==> config.mk <==
export PLATFORM = sky130hd
export DESIGN_NAME = owk_queue
export DESIGN_NICKNAME = d
export VERILOG_FILES = /design/src/owk_pkg.sv /design/src/owk_queue.sv
export SDC_FILE = /design/constraint.sdc
export NUM_CORES = 1
export LEC_CHECK = 0
export BUFFER_PORTS_ARGS = -buffer_cell sky130_fd_sc_hd__buf_2
export CORE_MARGIN = 2
export CORE_UTILIZATION = 46
export CTS_CLUSTER_SIZE = 8
export DETAILED_ROUTE_END_ITERATION = 10
export GPL_TIMING_DRIVEN = 0
export PLACE_DENSITY = 0.81
export SYNTH_ARGS = -nofsm -noshare
export SYNTH_HDL_FRONTEND = slang
export SYNTH_SLANG_ARGS = --single-unit
==> constraint.sdc <==
create_clock -name clk -period 17.8 [get_ports clk]
set_input_delay 4.45 -clock clk [delete_from_list [all_inputs] [get_ports clk]]
set_output_delay 4.45 -clock clk [all_outputs]
set_load 0.005 [all_outputs]
==> src/owk_pkg.sv <==
// shared types, constants and helpers for the omni wheel inverse kinematics block
// no dependencies
package owk_pkg;

  localparam int NSTG    = 15;   // quotient bits of the scaling divider
  localparam int LATENCY = 20;   // accept to result strobe, in cycles

  localparam logic signed [37:0] C_TWO_THIRDS   = 38'sd43691;
  localparam logic signed [37:0] C_ONE_THIRD    = 38'sd21845;
  localparam logic signed [37:0] C_ROOT3_OVER3  = 38'sd37837;

  localparam logic [15:0] GAIN_RESET  = 16'd4096;
  localparam logic [14:0] LIMIT_RESET = 15'd2560;

  localparam logic REG_ROTATION_GAIN = 1'b0;
  localparam logic REG_SPEED_LIMIT   = 1'b1;

  // one request after the matrix and magnitude work, waiting for the divider
  typedef struct packed {
    logic [2:0]        neg;
    logic [2:0][52:0]  num;
    logic [37:0]       den;
    logic [2:0][15:0]  plain;
    logic              scaled;
  } owk_job_t;

  // apply sign to a magnitude and saturate to signed q8.8
  function automatic logic [15:0] sat_q88(input logic neg, input logic [21:0] mag);
    logic [15:0] r;
    if (neg) begin
      if (mag > 22'd32768) r = 16'h8000;
      else r = 16'(~mag + 22'd1);
    end else begin
      if (mag > 22'd32767) r = 16'h7fff;
      else r = mag[15:0];
    end
    return r;
  endfunction

endpackage

==> src/owk_queue.sv <==
// two-entry request queue between front end and divider
// depends on owk_pkg
module owk_queue import owk_pkg::*; (
  input  logic     clk,
  input  logic     rst,
  input  logic     push,
  input  owk_job_t push_data,
  input  logic     pop,
  output owk_job_t head,
  output logic     not_empty,
  output logic     full
);

  owk_job_t   mem [2];
  logic       wr_ptr, rd_ptr;
  logic [1:0] count;

  assign not_empty = count != 2'd0;
  assign full      = count == 2'd2;
  assign head      = mem[rd_ptr];

  always_ff @(posedge clk) begin
    if (push) begin
      mem[wr_ptr] <= push_data;
    end
  end

  always_ff @(posedge clk) begin
    if (rst) begin
      wr_ptr <= 1'b0;
      rd_ptr <= 1'b0;
      count  <= 2'd0;
    end else begin
      if (push) wr_ptr <= ~wr_ptr;
      if (pop) rd_ptr <= ~rd_ptr;
      count <= count + 2'(push) - 2'(pop);
    end
  end

endmodule

# == Yosys cells after proc, flatten, opt, wreduce, memory -nomap -nowiden ==
# Memories as Yosys holds them, arrays and structs flattened. A register that Yosys moved wholly into a read port is not among the register bits.
# Index checks and enable logic that the tools add are counted.
# word_totals
register_bits,4
latchBits,0
ram_bits,498
romBits,0
in_bits,253
output_inout_bits,251
word_cells,14
mem_count,1
# classes
add_sub_neg,2
mul,0
div,0
order_cmp,0
n_eq_ne,1
shifts,0
n_mux,4
n_bitwise,2
reduce_logical,1
# memory_table
name,words,word_bits,rd,rd_clocked_by_memory_dff,write_ports,line,rtl
mem,2,249,1,1,1,owk_queue.sv:14,owk_job_t mem [2];
# ops
op,count
$mux 1,4
$add 2x1->2,1
$eq 2x2->1 const B,1
$not 1->1,2
$reduce_bool 2->1,1
$sub 2x1->2,1

# == Longest topological paths before layout ==
# depth
ltp_word,3
mapped_depth,6

# == Least setup slack after synthesis ==
# OpenSTA, ideal clock, no wires.
# synth_timing
kind,input -> register
startpoint,in push
endpoint,"mem mem[0][0] in the netlist's numbering, enable pin"
t_arrival_ns,15.167
required_ns,16.907
slack_ns,1.740
path_stages,1
path_buffers,0
cell_sequence,nor2b_1
# synth_between
elab_chain_len,2
# synth_lines
item,line,rtl
start: declaration,owk_queue.sv:6,"input logic push,"
$mux 1,owk_queue.sv:23,if (push) begin
$mux 1 (implied by the code),owk_queue.sv:24,mem[wr_ptr] <= push_data;
end: declaration,owk_queue.sv:14,
# No other way between the ends.

==> results.cfg <==
[placement]
quantity_of_i_o_buffers_inserted_on_ports = 503
placedCellCount = 1844
place_congestion = 0.785
place_hpwl_um = 29500

[global_route]
grt_antenna_before_repair = 17
busiest_layer = met2
grt_use_total = 0.192
grt_overflow_total = 0
largest_net_degree_at_the_start_of_global_routing = 65
first_global_vias = 10500
use_met1 = 0.210
grt_use_met3 = 0.0722
grt_pass1_wl_um = 62300
groute.layer.met2.usage = 0.337

[routing]
totalWireLength_um = 42000
postRouteAntennaNets = 0
route.detailed.wl_per_inst_um = 21.6
drt_iter0_markers = 506
avgViaCountPerCell = 4.96
drt_first_pass_iters = 5
num_vias = 9679
drt_drc_violations_left = 0

[floorplanning]
die_w_um = 207
row_count = 74
die-area_mm2 = 0.0430
core_mm2 = 0.0408
top_level_ports = 504
initial_utilization = 0.466
fp.dieH_um = 207

[sta]
finalSetupViolCount = 0
hold_slack_ns = 0.546
min_period_ns = 6.44
finalHoldViolCount = 0
clock-skew-final_ns = 0.00912
slew_violations = 0
max_clock_freq_mhz = 155
grt_setup_unrepaired = false
setup_tns_ns = 0
fin_crit_sh = 0.362
max_slew.worst_pin.slew_ns = 0.646
timing.slew.headroom = 0.568

[critical_path]
crit_path_top_delay_cell = dfxtp_1
worst-path-buf-inv = 4
path_cells = buf_6 -> buf_6 -> buf_6 -> mux2_4 -> buf_2
longest_individual_stage_delay_on_the_worst_path_ns = 0.33
worst-setup-path-type = flop to output pin
critical-path-top-cell-by-count = buf_6
worst_setup_path_start_kind = flop
critical_path.max_fanout = 10
setup.worst_path.end_class = output pin
timing.critical_path.required_ns = 13.35
timing.critical_path.arrival_ns = 1.99
path_delay_family = buffers and inverters

[yosys]
post_synth_main_area_contributors = edfxtp_1, mux2_4, mux2_2
async_flop_share = 0
post_synth_edffs = 498
count_of_distinct_cell_types_in_the_synthesized_netlist = 14
synth-main-ff-cell = edfxtp_1
ys_seq_area_frac = 0.791
ys_ff_latch = 503
synth_area_per_cell_um2 = 23.9
synth_nets = 1051
post-synth-top-count-cell = edfxtp_1
netlist_top_cells_count = edfxtp_1, mux2_4, mux2_2, buf_6, dfxtp_1
dominant_cell_type_by_area_after_synthesis = edfxtp_1
post_synth_instance_area_mm2 = 0.0190
synth_top_cell_area_share = 0.786
yosysWarningCount = 0
syn_inst = 796

[cts]
cts_root_buffer_type = clkbuf_16
cts_post_setup_buffers_inserted = 0
tritoncts_clock_tree = yes
cts.clk_slew.worst_paths_ns = 0.05
htreeDepth = 3
clock_path_buffers = 3
cts_inserted_buffers = 73
post_cts_resize_count = 0
clock-sinks = 503
cts_hold_buf = 0
clk_latency_ns = 0.56

[finish]
final-instance-count-excl-fill = 1950
layout-area-overhead-vs-synth_pct = 29.1
final_nets = 1642
layout-drive-gt1-share = 0.623
final_util = 0.602

[power_and_ir_drop]
total_power_mw = 2.95
power_density_mw_per_mm2 = 120
max-vdd-ir-drop_mv = 0.125
power_leakage_nw = 9.73

[run_status]
status = completed

[run]
drv.max_cap_violation_count = 0

[min_path]
worst_hold_path_type = flop to flop
-- stage by stage --
stage	worst slack, ns	instance area [um^2]
2_1_floorplan	1.74	19000
3_3_place_gp	-4.53	22200
3_5_place_dp	11.39	22500
4_1_cts	11.30	24500
5_1_grt	11.29	24600
6_report	11.36	24600
-- tightest hold or removal path: cells and delay by family (launching register included) --
kind / cells / cell delay (ns)
XOR/XNOR: 1 / 0.10
flip-flops: 1 / 0.34
AND/OR/NAND/NOR: 1 / 0.08
-- cell usage in the layout (no fill, tap or decap), types with 2 or more instances in the layout --
master	netlist	final
buf_2	3	506
edfxtp_1	498	498
mux2_4	202	202
clkbuf_16	0	77
mux2_2	47	47
buf_6	25	25
clkbuf_1	0	14
diode_2	0	12
buf_12	0	7
buf_16	0	6
dfxtp_1	5	5
nor2_1	4	4
inv_1	2	2
nor2b_1	3	2
xnor2_1	2	2
ha_1	2	2
inv_6	0	2
-- cells by family after synthesis --
kind of cell	share of synthesized area
flip-flops	0.791
multiplexers	0.187
XOR/XNOR	0.00210
buffers and inverters	0.0160
AND/OR/NAND/NOR	0.00243
adder cells (fa/ha/maj)	0.00131
-- sequential cells by signal, indices dropped and copies added (netlist names), named ones only --
signal,flops
mem,498
count,2
rd_ptr,1
wr_ptr,1
-- power breakdown --
part	internal (mW)	switching, mW	leakage, nW
combinational	0.177	0.152	4.04
sequential	1.39	0.0182	4.72
clock	0.765	0.453	0.979
total	2.33	0.623	9.73
-- cell type report --
| cell class | count | area, um^2 |
|---|---|---|
| fill | 2868 | 16300 |
| sequential | 503 | 15100 |
| multi-input combinational | 263 | 3680 |
| timing repair buffer | 516 | 2820 |
| clock buffer | 91 | 1980 |
| tap | 532 | 666 |
| buffer | 28 | 297 |
| antenna | 12 | 30.0 |
| clock inverter | 3 | 26.3 |
| inverter | 2 | 7.51 |
-- routing by layer --
metal,share of wire,vias up,wire [um]
li1,-,4361,-
met1,0.35,4752,14800
met2,0.52,462,22000
met3,0.091,94,3820
met4,0.032,10,1330
met5,0.0014,-,58
-- final timing paths --
kind	start	endpoint	slack [ns]	cells past startpoint
worst max-delay path	flop	head[129]	11.36	5
worst min-delay path	rd_ptr	rd_ptr	0.55	2
worst max register to register	wr_ptr	mem[0][212]	15.64	5
worst min register to register	rd_ptr	rd_ptr	0.55	2
Note: power is estimated with default switching activity, not from simulation.
